--- config.mk ---
export PLATFORM = sky130hd
export DESIGN_NAME = ssg_sqrt
export DESIGN_NICKNAME = d
export VERILOG_FILES = /design/src/rtl/core/ssg_pkg.sv /design/src/rtl/core/ssg_sqrt.sv
export SDC_FILE = /design/constraint.sdc
export NUM_CORES = 1
export LEC_CHECK = 0
export ABC_AREA = 1
export BUFFER_PORTS_ARGS = -buffer_cell sky130_fd_sc_hd__buf_2
export CAP_MARGIN = 20
export CORE_ASPECT_RATIO = 1.25
export CORE_MARGIN = 2
export CORE_UTILIZATION = 55
export CTS_CLUSTER_DIAMETER = 60
export DETAILED_ROUTE_END_ITERATION = 16
export PLACE_DENSITY = 0.71
export SYNTH_ARGS = -nofsm -noshare
export SYNTH_HDL_FRONTEND = slang
export SYNTH_SLANG_ARGS = --single-unit
--- constraint.sdc ---
create_clock -name clk -period 5.7 [get_ports clk]
set_input_delay 0.285 -clock clk [delete_from_list [all_inputs] [get_ports clk]]
set_output_delay 0.285 -clock clk [all_outputs]
set_load 0.01 [all_outputs]
--- src/rtl/core/ssg_pkg.sv ---
// ----------------------------------------------------------------------------
// ssg_pkg
// Shared constants, types and helper functions for the signed square-root
// sigmoid gate: fixed-point formats, range reduction tables, root step.
// ----------------------------------------------------------------------------
package ssg_pkg;

  // Port formats
  localparam int SCORE_W       = 24;
  localparam int GATE_W        = 16;
  localparam int IN_FRAC_BITS  = 16;
  localparam int OUT_FRAC_BITS = 16;

  // Square root: radicand is |x| in Q.(2*ROOT_FRAC), root in Q.ROOT_FRAC
  localparam int ROOT_FRAC = 16;
  localparam int SQ_SHIFT  = 2 * ROOT_FRAC - IN_FRAC_BITS;
  localparam int SQ_RAW_W  = SCORE_W + SQ_SHIFT;
  localparam int SQ_W      = 2 * ((SQ_RAW_W + 1) / 2);
  localparam int ROOT_W    = SQ_W / 2;
  localparam int REM_W     = ROOT_W + 2;
  localparam logic [SQ_W-1:0] FLOOR_SQ = SQ_W'(4295);

  // Range reduction by ln2 in Q32
  localparam logic [63:0] LN2_Q32 = 64'd2977044472;
  localparam int THR_W     = 32;
  localparam int RED_SHIFT = 32 - ROOT_FRAC;
  localparam longint unsigned RED_ROUND = (64'd1 << RED_SHIFT) - 64'd1;
  localparam int N_LIMIT   = 30;
  localparam int N_W       = $clog2(N_LIMIT + 1);

  // Taylor series for exp in Q30
  localparam int EXP_FRAC     = 30;
  localparam logic [63:0] ONE_Q30 = 64'd1 << EXP_FRAC;
  localparam int R_W          = EXP_FRAC;
  localparam int TERM_W       = EXP_FRAC + 1;
  localparam int E_W          = EXP_FRAC + 2;
  localparam int TAYLOR_TERMS = 12;
  localparam int K_W          = $clog2(TAYLOR_TERMS + 1);
  localparam int RECIP_SHIFT  = 32;
  localparam int RECIP_W      = RECIP_SHIFT + 1;
  localparam int P_W          = TERM_W + R_W;
  localparam int X_W          = P_W - R_W;
  localparam int Y_W          = X_W + RECIP_W;

  // Reciprocal of 1 + E*2^n
  localparam int DEN_W = E_W + N_LIMIT;
  localparam int Q_W   = OUT_FRAC_BITS + 1;
  localparam int DIV_W = DEN_W + Q_W;

  // Control that travels with each item
  typedef struct packed {
    logic valid;
    logic neg;
    logic tail_zero;
  } ssg_tag_t;

  // Partial state of the digit-by-digit square root
  typedef struct packed {
    logic [REM_W-1:0]  rem;
    logic [ROOT_W-1:0] root;
  } sqrt_acc_t;

  // One root digit: bring down two radicand bits, try 4*root+1
  function automatic sqrt_acc_t sqrt_step(sqrt_acc_t acc, logic [1:0] pair);
    logic [REM_W-1:0] cur;
    logic [REM_W-1:0] trial;
    sqrt_acc_t        res;
    cur   = {acc.rem[REM_W-3:0], pair};
    trial = {acc.root, 2'b01};
    if (cur >= trial) begin
      res.rem  = cur - trial;
      res.root = {acc.root[ROOT_W-2:0], 1'b1};
    end else begin
      res.rem  = cur;
      res.root = {acc.root[ROOT_W-2:0], 1'b0};
    end
    return res;
  endfunction

  // Smallest root t with t * 2^RED_SHIFT >= k * ln2
  function automatic logic [THR_W-1:0] red_thr(int k);
    longint unsigned prod;
    prod = longint'(k) * LN2_Q32;
    return THR_W'((prod + RED_ROUND) >> RED_SHIFT);
  endfunction

  // n * ln2 in Q32
  function automatic logic [63:0] ln2_mult(logic [N_W-1:0] n);
    return 64'(n) * LN2_Q32;
  endfunction

endpackage

--- src/rtl/core/ssg_sqrt.sv ---
// ----------------------------------------------------------------------------
// ssg_sqrt
// Magnitude, floor and pipelined integer square root, one root bit per
// stage. The sign rides along in the item tag.
// ----------------------------------------------------------------------------
module ssg_sqrt
  import ssg_pkg::*;
(
  input  logic                      clk,
  input  logic                      rst,
  input  logic                      en,
  input  logic                      in_valid,
  input  logic signed [SCORE_W-1:0] score,
  output ssg_tag_t                  tag_out,
  output logic [ROOT_W-1:0]         root
);

  logic               neg;
  logic [SCORE_W-1:0] mag;
  logic [SQ_W-1:0]    sq;
  logic [SQ_W-1:0]    sq_floor;
  ssg_tag_t           tag_front;

  ssg_tag_t        tag_q [ROOT_W];
  sqrt_acc_t       acc_q [ROOT_W];
  logic [SQ_W-1:0] rad_q [ROOT_W];

  // |x| scaled to the radicand format, floored at 1e-6
  always_comb begin
    neg       = score[SCORE_W-1];
    mag       = neg ? $unsigned(-score) : $unsigned(score);
    sq        = SQ_W'({mag, {SQ_SHIFT{1'b0}}});
    sq_floor  = (sq < FLOOR_SQ) ? FLOOR_SQ : sq;
    tag_front = '{valid: in_valid, neg: neg, tail_zero: 1'b0};
  end

  // Root stages, top radicand pair first
  for (genvar i = 0; i < ROOT_W; i++) begin : g_stage
    sqrt_acc_t       acc_prev;
    logic [SQ_W-1:0] rad_prev;
    ssg_tag_t        tag_prev;

    if (i == 0) begin : g_head
      assign acc_prev = '0;
      assign rad_prev = sq_floor;
      assign tag_prev = tag_front;
    end else begin : g_chain
      assign acc_prev = acc_q[i-1];
      assign rad_prev = rad_q[i-1];
      assign tag_prev = tag_q[i-1];
    end

    always_ff @(posedge clk) begin
      if (rst) begin
        tag_q[i] <= '0;
      end else if (en) begin
        tag_q[i] <= tag_prev;
      end
    end

    always_ff @(posedge clk) begin
      if (en) begin
        acc_q[i] <= sqrt_step(acc_prev, rad_prev[SQ_W-1 -: 2]);
        rad_q[i] <= rad_prev << 2;
      end
    end
  end

  assign tag_out = tag_q[ROOT_W-1];
  assign root    = acc_q[ROOT_W-1].root;

endmodule

## Word-level counts from Yosys, hierarchy flattened

Memories as Yosys holds them, arrays and structs flattened.
Cells that the tools add are included.
Widths: inputs -> output; s select.

| operators by class | value |
|---|---|
| bitwise operators | 20 |
| add/sub/neg operators | 21 |
| muxes and demuxes | 68 |
| magnitude comparators | 21 |

Operators by type and width:

| kind | count |
|---|---|
| $mux 42 | 40 |
| $ge 22x22->1 | 19 |
| $sub 22x22->22 | 19 |
| $mux 3 | 20 |
| $lt 40x13->1 const B | 1 |
| $mux 40 | 1 |
| $mux 24 | 1 |
| $neg 24->24 | 1 |
| $or 1x1->1 | 20 |
| $mux 1 | 6 |
| $sub 2x1->3 const B | 1 |
| $ge 2x1->1 const B | 1 |

| storage, ports and cells | value |
|---|---|
| memories kept | 3 |
| memory bits (writable) | 1660 |
| word-level logic and storage cells | 133 |
| input port bits | 28 |
| output and inout port bits | 23 |
| register bits after elaboration | 0 |

Memories:

| memory | words | bits a word | read ports | clocked after Yosys merged registers in | write ports | RTL line | RTL |
|---|---|---|---|---|---|---|---|
| acc_q | 20 | 42 | 20 | 0 | 20 | ssg_sqrt.sv:25 | `sqrt_acc_t acc_q [ROOT_W];` |
| rad_q | 20 | 38 | 19 | 0 | 20 | ssg_sqrt.sv:26 | `logic [SQ_W-1:0] rad_q [ROOT_W];` |
| tag_q | 20 | 3 | 20 | 0 | 20 | ssg_sqrt.sv:24 | `ssg_tag_t tag_q [ROOT_W];` |

## Depth between registers and ports, before layout

Gate-level depths: netlist of the first run.

| logic depth | value |
|---|---|
| depth in word-level cells | 7 |
| gate-level depth with buffers | 17 |
| depth with buffers taken out | 16 |

## Worst setup path after synthesis of the first run

No wires, ideal clock.

| timing path | value |
|---|---|
| path kind | reg2reg |
| from | mem acc_q[3][105] (netlist name) |
| to | mem acc_q[3][165] (netlist name), data pin |
| path buffers | 1 |
| stages on the path, launching flop included | 14 |
| setup time | 0.255 ns |
| setup slack | 3.317 ns |
| data arrival time | 2.128 ns |
| cell sequence | edfxtp_1 inv_1 ha_1 fa_1 nand2_1 nand2_1 o21ai_2 o21ai_4 a21oi_2 o21bai_4 nand2_2 nand2_2 buf_6 and2_1 |

RTL lines:

| item | RTL line |
|---|---|
| start, declared | ssg_sqrt.sv:25 |

==> impl_metrics.json, run 1 <==
{
  "status": "complete, no violations",
  "cts_tree": "yes",
  "fin_nets": 4309,
  "port_buffers": 49,
  "fmax_mhz": 354,
  "die_h_um": 307,
  "io_pins": 51,
  "layout.filler_cells": 6046,
  "clkTransAtPathRegs_ps": 60,
  "core_um2": 72900,
  "ys_types": 65,
  "hold_viol": 0,
  "clock_skew_ps": 22.5,
  "final_cell_mix": "754 x edfxtp_1, 736 x nand2_1, 572 x inv_1",
  "yosysSeqAreaShare": 0.562,
  "cts_made_buffers": 76,
  "pre_cts_ws_ps": 2870,
  "ys_ff_latch": 754,
  "synthFlopType": "edfxtp_1",
  "rsz0062_at_grt": "no",
  "layout_commonest_cell": "edfxtp_1",
  "arrival_ps": 3200,
  "end_kind": "register",
  "vias": 26662,
  "routed_via_density": 5.26,
  "whs_path_depth": 3,
  "ys_async_sr_fraction": 0,
  "syn_inst": 3971,
  "antenna_found_initial": 0,
  "drt-pass1-iter-count": 5,
  "rows": 111,
  "tightest_slew_ps": 1030,
  "clock_sinks": 754,
  "ant_nets": 0,
  "fp.dieArea_um2": 75500,
  "drive_above_1_share": 0.0751,
  "syn-cell-area_um2": 40300,
  "dr.first_iter.drc_count": 1590,
  "worst_slack_ps": 2880,
  "slew_headroom": 0.315,
  "htree_levels": 3,
  "maxCapViolations": 0,
  "maxSlewViolCount": 0,
  "r2r_cells": 12,
  "cts.repair.resized": 0,
  "critPathSlowestCell": "edfxtp_1",
  "syn2layout_area_growth_pct": 9.03,
  "crit_type": "register to register",
  "wirelength_um": 81000,
  "power_density_nw_per_um2": 363,
  "ir_drop_mv": 0.321,
  "tns_ps": 0,
  "holdWs_ps": 32.5,
  "grt_pass1_vias": 26570,
  "post-route-period-util": 0.495,
  "dp_hpwl_um": 60600,
  "min_period_ps": 2820,
  "grt_pass1_wl_um": 131000,
  "yosys_warnings": 0,
  "cts.path.max_buffers": 3,
  "path_cells": "inv_1, ha_1, fa_1, nand2_1, nand2_1, o21ai_2, o21ai_4, a21oi_2, o21bai_4, nand2_2, nand2_2, and2_1",
  "wire_per_inst_um": 16.0,
  "grt_max_degree": 180,
  "hp-class": "primary input to register",
  "diodes": 0,
  "root_buffer": "clkbuf_16",
  "leakagePower_nw": 18.3,
  "gp_congestion": 0.916,
  "cts_setup_buffers": 0,
  "setup_viol": 0,
  "remaining_drc_errors": 0,
  "start_util": 0.553,
  "grt_overflow_total": 0,
  "syn_area_per_cell_um2": 10.2,
  "cp.required_ps": 6080,
  "synth-edff-count": 754,
  "clk_latency_ps": 630,
  "die-width_um": 246,
  "cp_slowest_stage_delay_ps": 430,
  "cp_max_fo": 31,
  "start_kind": "register",
  "grt_use_total": 0.218
}
[cells in the mapped netlist, types with 11 or more instances]
| library cell | instances | area, µm² |
|---|---|---|
| a21o_1 | 23 | 173 |
| a21oi_1 | 209 | 1050 |
| a31oi_1 | 26 | 163 |
| buf_2 | 18 | 90.1 |
| buf_4 | 29 | 218 |
| edfxtp_1 | 754 | 22600 |
| ha_1 | 220 | 2750 |
| inv_1 | 572 | 2150 |
| inv_2 | 11 | 41.3 |
| nand2_1 | 736 | 2760 |
| nand2_2 | 21 | 131 |
| nand3_1 | 151 | 756 |
| nand4_1 | 45 | 282 |
| nor2_1 | 374 | 1400 |
| nor2_2 | 18 | 113 |
| nor3_1 | 51 | 255 |
| nor4_1 | 21 | 131 |
| o21ai_0 | 191 | 956 |
| o21ai_1 | 44 | 220 |
| o21ai_2 | 20 | 175 |
| o21bai_1 | 15 | 113 |
| or2_2 | 21 | 131 |
| xnor2_1 | 112 | 981 |
| xor2_1 | 148 | 1300 |
[cell type report]
cell class              instances  area (µm²)  share of cell area
multi-input cells            2570       15000               0.342
repair buffers                 66         455              0.0104
inverters                     586        2210              0.0502
clock buffers                  90        2000              0.0454
flip-flops and latches        754       22600               0.515
well taps                     960        1200              0.0273
clock inverters                46         398             0.00905
[repair_timing]
action,CTS,global route
hold endpoints to repair,9,0
setup endpoints to repair,0,0
hold buffers,9,0
[routing by layer]
layer	routed length [µm]	global-route usage	part of all wire	up-vias
met1	31500	0.240	0.39	12365
met2	43600	0.413	0.54	472
met5	0	0	0	-
met3	2680	0.0280	0.033	187
li1	-	-	-	13638
met4	3260	0.0977	0.040	0
[worst max-delay path: cells and delay by family, from the launching register on]
family / cells / cell delay [ps]
AOI/OAI and AO/OA: 4 / 490
adders and majority gates: 2 / 680
buffers and inverters: 1 / 80
DFF: 1 / 430
and+or+nand+nor: 5 / 870
[report_power, final]
group          internal (W)  leakage [nW]  switching, W
Combinational       0.00133          9.95       0.00220
Clock               0.00271          1.16       0.00214
Sequential          0.00709          7.23      0.000485
[registers in the layout, indices dropped and copies added, names as in the netlist]
signal	count
acc_q	563
tag_q	40
rad_q	151
[worst paths after layout]
kind / from / end / slack (ps)
hold / removal: score[5] / rad_q[0][21] / 30
setup reg to reg: acc_q[3][105] / acc_q[3][165] / 2880
hold reg to reg: rad_q[0][24] / rad_q[1][26] / 410
setup / recovery: acc_q[3][105] / acc_q[3][165] / 2880
[logic make-up after synthesis]
kind of cell	count (synthesis)	synth area share
adder cells (fa/ha/maj)	227	0.0718
XOR/XNOR	260	0.0565
AND/OR/NAND/NOR	1490	0.161
other	1	0.0000930
flip-flops	754	0.562
AO/OA/AOI/OAI	591	0.0841
buffers and inverters	648	0.0651
[per-stage QoR]
stage / total power (W) / util / cells / instance area, µm²
after floorplan: 0.0102 / - / 3972 / 40300
after global placement: 0.0111 / 0.569 / 4927 / 41500
after detailed placement: 0.0112 / 0.569 / 4927 / 41500
after CTS: 0.0161 / 0.603 / 5072 / 43900
after global routing: 0.0168 / 0.603 / 5072 / 43900
final: 0.0160 / 0.603 / 5072 / 43900
(Power assumes the default switching activity.)
==> inputs of run 2 (changes only) <==
- clock period: 5.7 -> 2.7 ns (I/O delays scaled with it)
==> impl_metrics.json, run 2 (synthesis gave the netlist of run 1 again) <==
{
  "maxCapViolations": 0,
  "routed_via_density": 5.24,
  "drt-pass1-iter-count": 7,
  "die_h_um": 307,
  "setup_viol": 0,
  "cts.path.max_buffers": 3,
  "maxSlewViolCount": 0,
  "grt_max_degree": 149,
  "dr.first_iter.drc_count": 1519,
  "gp_congestion": 0.942,
  "wirelength_um": 82000,
  "clock_skew_ps": 22.5,
  "whs_path_depth": 4,
  "ant_nets": 0,
  "finalInstanceArea_um2": 44800,
  "end_kind": "register",
  "grt_pass1_vias": 26927,
  "rr_startpoint": "acc_q[3][62]",
  "finalPower_w": 0.0344,
  "root_buffer": "clkbuf_16",
  "place_area_um2": 41800,
  "diodes": 0,
  "tightest_slew_ps": 789,
  "min_to": "tag_q[4][8]",
  "hp-class": "primary input to register",
  "port_buffers": 49,
  "cts_tree": "yes",
  "clk_latency_ps": 630,
  "min_period_ps": 2540,
  "rrSetupSlack_ps": 160,
  "antenna_found_initial": 0,
  "grt_overflow_total": 0,
  "arrival_ps": 2910,
  "hold_viol": 0,
  "rows": 111,
  "htree_levels": 3,
  "vias": 26922,
  "start_util": 0.553,
  "top_regs": "acc_q x563, rad_q x151, tag_q x40",
  "worstHoldStart": "rst",
  "cts_made_buffers": 78,
  "largest_reg_flops": 563,
  "r2r_cells": 15,
  "clock_sinks": 754,
  "remaining_drc_errors": 0,
  "clkTransAtPathRegs_ps": 60,
  "grt_use_total": 0.220,
  "rsz0062_at_grt": "no",
  "crit_type": "register to register",
  "status": "complete, no violations",
  "io_pins": 51,
  "post-route-period-util": 0.939,
  "drive_above_1_share": 0.0866,
  "regMostFlops": "acc_q",
  "tns_ps": 0,
  "fp.dieArea_um2": 75500,
  "final_cell_mix": "754 x edfxtp_1, 735 x nand2_1, 571 x inv_1",
  "layout_commonest_cell": "edfxtp_1",
  "fin_nets": 4373,
  "start_kind": "register",
  "cp.required_ps": 3080,
  "syn2layout_area_growth_pct": 11.1,
  "die-width_um": 246,
  "slew_headroom": 0.474,
  "power_density_nw_per_um2": 769,
  "grt_pass1_wl_um": 133000,
  "cp_max_fo": 16,
  "holdWs_ps": 58.8,
  "dp_hpwl_um": 61700,
  "r2r-end": "acc_q[3][117]",
  "fmax_mhz": 394,
  "ir_drop_mv": 0.568,
  "core_um2": 72900,
  "leakagePower_nw": 18.7,
  "wire_per_inst_um": 15.9
}
[run 2: changes by cell type in the layout (fill, tap and decap cells not counted), sizes merged]
cell	before	now
buf	57	100
dlygate4sd3	9	28
inv	592	586
clkbuf	90	95
bufinv	4	8
clkinvlp	4	8
[run 2: final cells by class]
type,instances,area [µm²]
clock buffers,95,2120
multi-input cells,2570,15100
clock inverters,48,488
fillers,5910,28100
flip-flops and latches,754,22600
inverters,586,2210
well taps,960,1200
repair buffers,128,1020
[run 2: worst max-delay path: stages (launching register included)]
cell	delay (ps)
edfxtp_1	420
ha_2	230
fa_1	460
nand2_1	70
nand2_1	70
o21ai_2	90
o21ai_2	100
nand2_1	80
nand2_2	80
nand2_2	70
nand2_2	60
nand2_2	90
nand3_4	130
inv_4	110
buf_12	150
o21ai_1	90
[run 2: routing by layer]
| metal | share of wire | routed length, µm | vias up | track usage |
|---|---|---|---|---|
| met2 | 0.54 | 44500 | 428 | 0.422 |
| met4 | 0.033 | 2670 | 0 | 0.0891 |
| met1 | 0.39 | 32300 | 12582 | 0.242 |
| met3 | 0.030 | 2470 | 157 | 0.0283 |
| li1 | - | - | 13755 | - |
| met5 | 0 | 0 | - | 0 |
[run 2: metrics by stage]
stage          worst slack (ps)  utilization  std cells
3_5_place_dp               4.39        0.574       4969
2_1_floorplan               317            -       3972
4_1_cts                    64.1        0.613       5140
5_1_grt                    7.43        0.614       5141
3_3_place_gp               79.5        0.574       4969
6_report                    164        0.614       5141
[run 2: where the power goes]
part           internal [W]  switching [W]
Clock               0.00639        0.00446
Sequential           0.0150        0.00102
Combinational       0.00292        0.00469
Total                0.0243         0.0102
[run 2: repair_timing]
item / CTS / global route
gates resized for setup: 1 / 13
setup endpoints to repair: 1 / 50
hold buffers: 28 / 0
hold endpoints to repair: 52 / 0
setup buffers: 0 / 1
gates cloned: 0 / 0
[run 2: how the worst max path moves through the flow]
stage,from,to,slack (ps),cells after the start
6_report,acc_q[3][62],acc_q[3][117],160,15
5_1_grt,acc_q[2][43],acc_q[2][116],7,12
4_1_cts,acc_q[3][42],acc_q[3][109],60,16
3_5_place_dp,acc_q[3][104],acc_q[3][165],4,11
3_3_place_gp,acc_q[3][104],acc_q[3][165],80,11
2_1_floorplan,acc_q[3][105],acc_q[3][165],320,13
==> inputs of run 3 (changes only) <==
- ABC_CLOCK_PERIOD_IN_PS: default -> 2700
- CTS_BUF_LIST: default -> sky130_fd_sc_hd__clkbuf_8
- RECOVER_POWER: default -> 100
==> impl_metrics.json, run 3 (synthesis gave the netlist of run 1 again) <==
{
  "status": "complete, no violations",
  "crit_family": "buffers and inverters",
  "cts.path.max_buffers": 3,
  "rows": 111,
  "hold_viol": 0,
  "die-width_um": 246,
  "fp.dieArea_um2": 75500,
  "crit_type": "primary input to register",
  "critPathSlowestCell": "dlygate4sd3_1",
  "wirelength_um": 82200,
  "grt_pass1_wl_um": 133000,
  "dp_hpwl_um": 61700,
  "remaining_drc_errors": 0,
  "drive_above_1_share": 0.0828,
  "vias": 27246,
  "final_cell_mix": "754 x edfxtp_1, 737 x nand2_1, 599 x inv_1",
  "crit_top_cell": "dlygate4sd3_1",
  "path_cells": "dlygate4sd3_1, clkbuf_1, nor2_1, inv_1, nor2_4, nand3_1, nand3_1, dlygate4sd3_1, nand2_1, dlygate4sd3_1, inv_1, nor3_2, nand3_2, nand2_2, nand2_1",
  "end_kind": "register",
  "maxCapViolations": 0,
  "arrival_ps": 3040,
  "syn2layout_area_growth_pct": 10.1,
  "largest_reg_flops": 563,
  "top_regs": "acc_q x563, rad_q x151, tag_q x40",
  "root_buffer": "clkbuf_8",
  "leakagePower_nw": 18.7,
  "port_buffers": 49,
  "slew_headroom": 0.122,
  "htree_levels": 3,
  "gp_congestion": 0.942,
  "cp_max_fo": 5,
  "grt_use_total": 0.220,
  "regMostFlops": "acc_q",
  "clock_skew_ps": 40.7,
  "die_h_um": 307,
  "placed_cells": 4969,
  "fin_nets": 4425,
  "clkTransAtPathRegs_ps": 60,
  "hp-class": "primary input to register",
  "post-route-period-util": 0.955,
  "tightest_slew_ps": 1320,
  "start_util": 0.553,
  "cp_num_buf_inv": 6,
  "routed_via_density": 5.20,
  "antenna_found_initial": 1,
  "dr.first_iter.drc_count": 1593,
  "clk_latency_ps": 740,
  "min_period_ps": 2580,
  "grt_overflow_total": 0,
  "cp.required_ps": 3170,
  "core_um2": 72900,
  "drt-pass1-iter-count": 5,
  "cts_tree": "yes",
  "io_pins": 51,
  "cp_slowest_stage_delay_ps": 580,
  "finalPower_w": 0.0328,
  "start_kind": "primary input",
  "power_density_nw_per_um2": 739,
  "setup_viol": 0,
  "clock_sinks": 754,
  "ir_drop_mv": 0.475,
  "fin_util": 0.609,
  "cts_made_buffers": 117,
  "rsz0062_at_grt": "no",
  "wire_per_inst_um": 15.7,
  "layout_commonest_cell": "edfxtp_1",
  "fmax_mhz": 388,
  "maxSlewViolCount": 0,
  "tns_ps": 0,
  "ant_nets": 0,
  "grt_max_degree": 149,
  "fin_cells": 5235,
  "grt_pass1_vias": 27381
}
[run 3: what timing repair did]
action,4_1_cts,5_1_grt
hold buffers,40,0
buffers inserted,0,2
resized for setup,1,17
endpoints found under the setup margin,1,53
hold endpoints to repair,73,0
pin swaps,0,1
[run 3: worst min-delay path, cell delays in order]
cell     delay, ps
buf_2          290
nand2_1        140
nand2_1         40
nand2_1         70
[run 3: path summary, 6_finish.rpt]
path / start / cells after the start / to / slack, ps
worst max register to register: acc_q[3][62] / 15 / acc_q[3][117] / 170
worst min register to register: rad_q[5][28] / 0 / rad_q[6][30] / 410
worst min-delay path: score[23] / 4 / rad_q[0][34] / 90
worst max-delay path: score[3] / 15 / acc_q[0][0] / 120
[run 3: final cells by class]
| type | count | area, µm² |
|---|---|---|
| Clock inverter | 102 | 611 |
| Tap cell | 960 | 1200 |
| Sequential cell | 754 | 22600 |
| Inverter | 586 | 2210 |
| Multi-Input combinational cell | 2570 | 15000 |
| Clock buffer | 120 | 1650 |
| Timing Repair Buffer | 141 | 1010 |
| Antenna cell | 2 | 5.00 |
| Fill cell | 6044 | 28500 |
[run 3: stage by stage]
step / hold WS [ps] / setup WS (ps) / instance area [µm²]
2_1_floorplan: 247 / 317 / 40300
3_3_place_gp: 401 / 79.5 / 41800
3_5_place_dp: 405 / 4.39 / 41800
4_1_cts: 0.111 / 21.1 / 44500
5_1_grt: 91.9 / 2.59 / 44400
6_report: 88.7 / 122 / 44400
[run 3: report_power, final]
part | internal, W | leakage [nW] | switching (W)
registers | 0.0150 | 7.23 | 0.00101
clock network | 0.00481 | 1.26 | 0.00443
logic | 0.00291 | 10.2 | 0.00467
total | 0.0227 | 18.7 | 0.0101
[run 3: routing by layer]
layer,track usage,wire [µm]
met5,0,0
met1,0.239,31900
met3,0.0275,2720
met4,0.103,3390
met2,0.419,44200
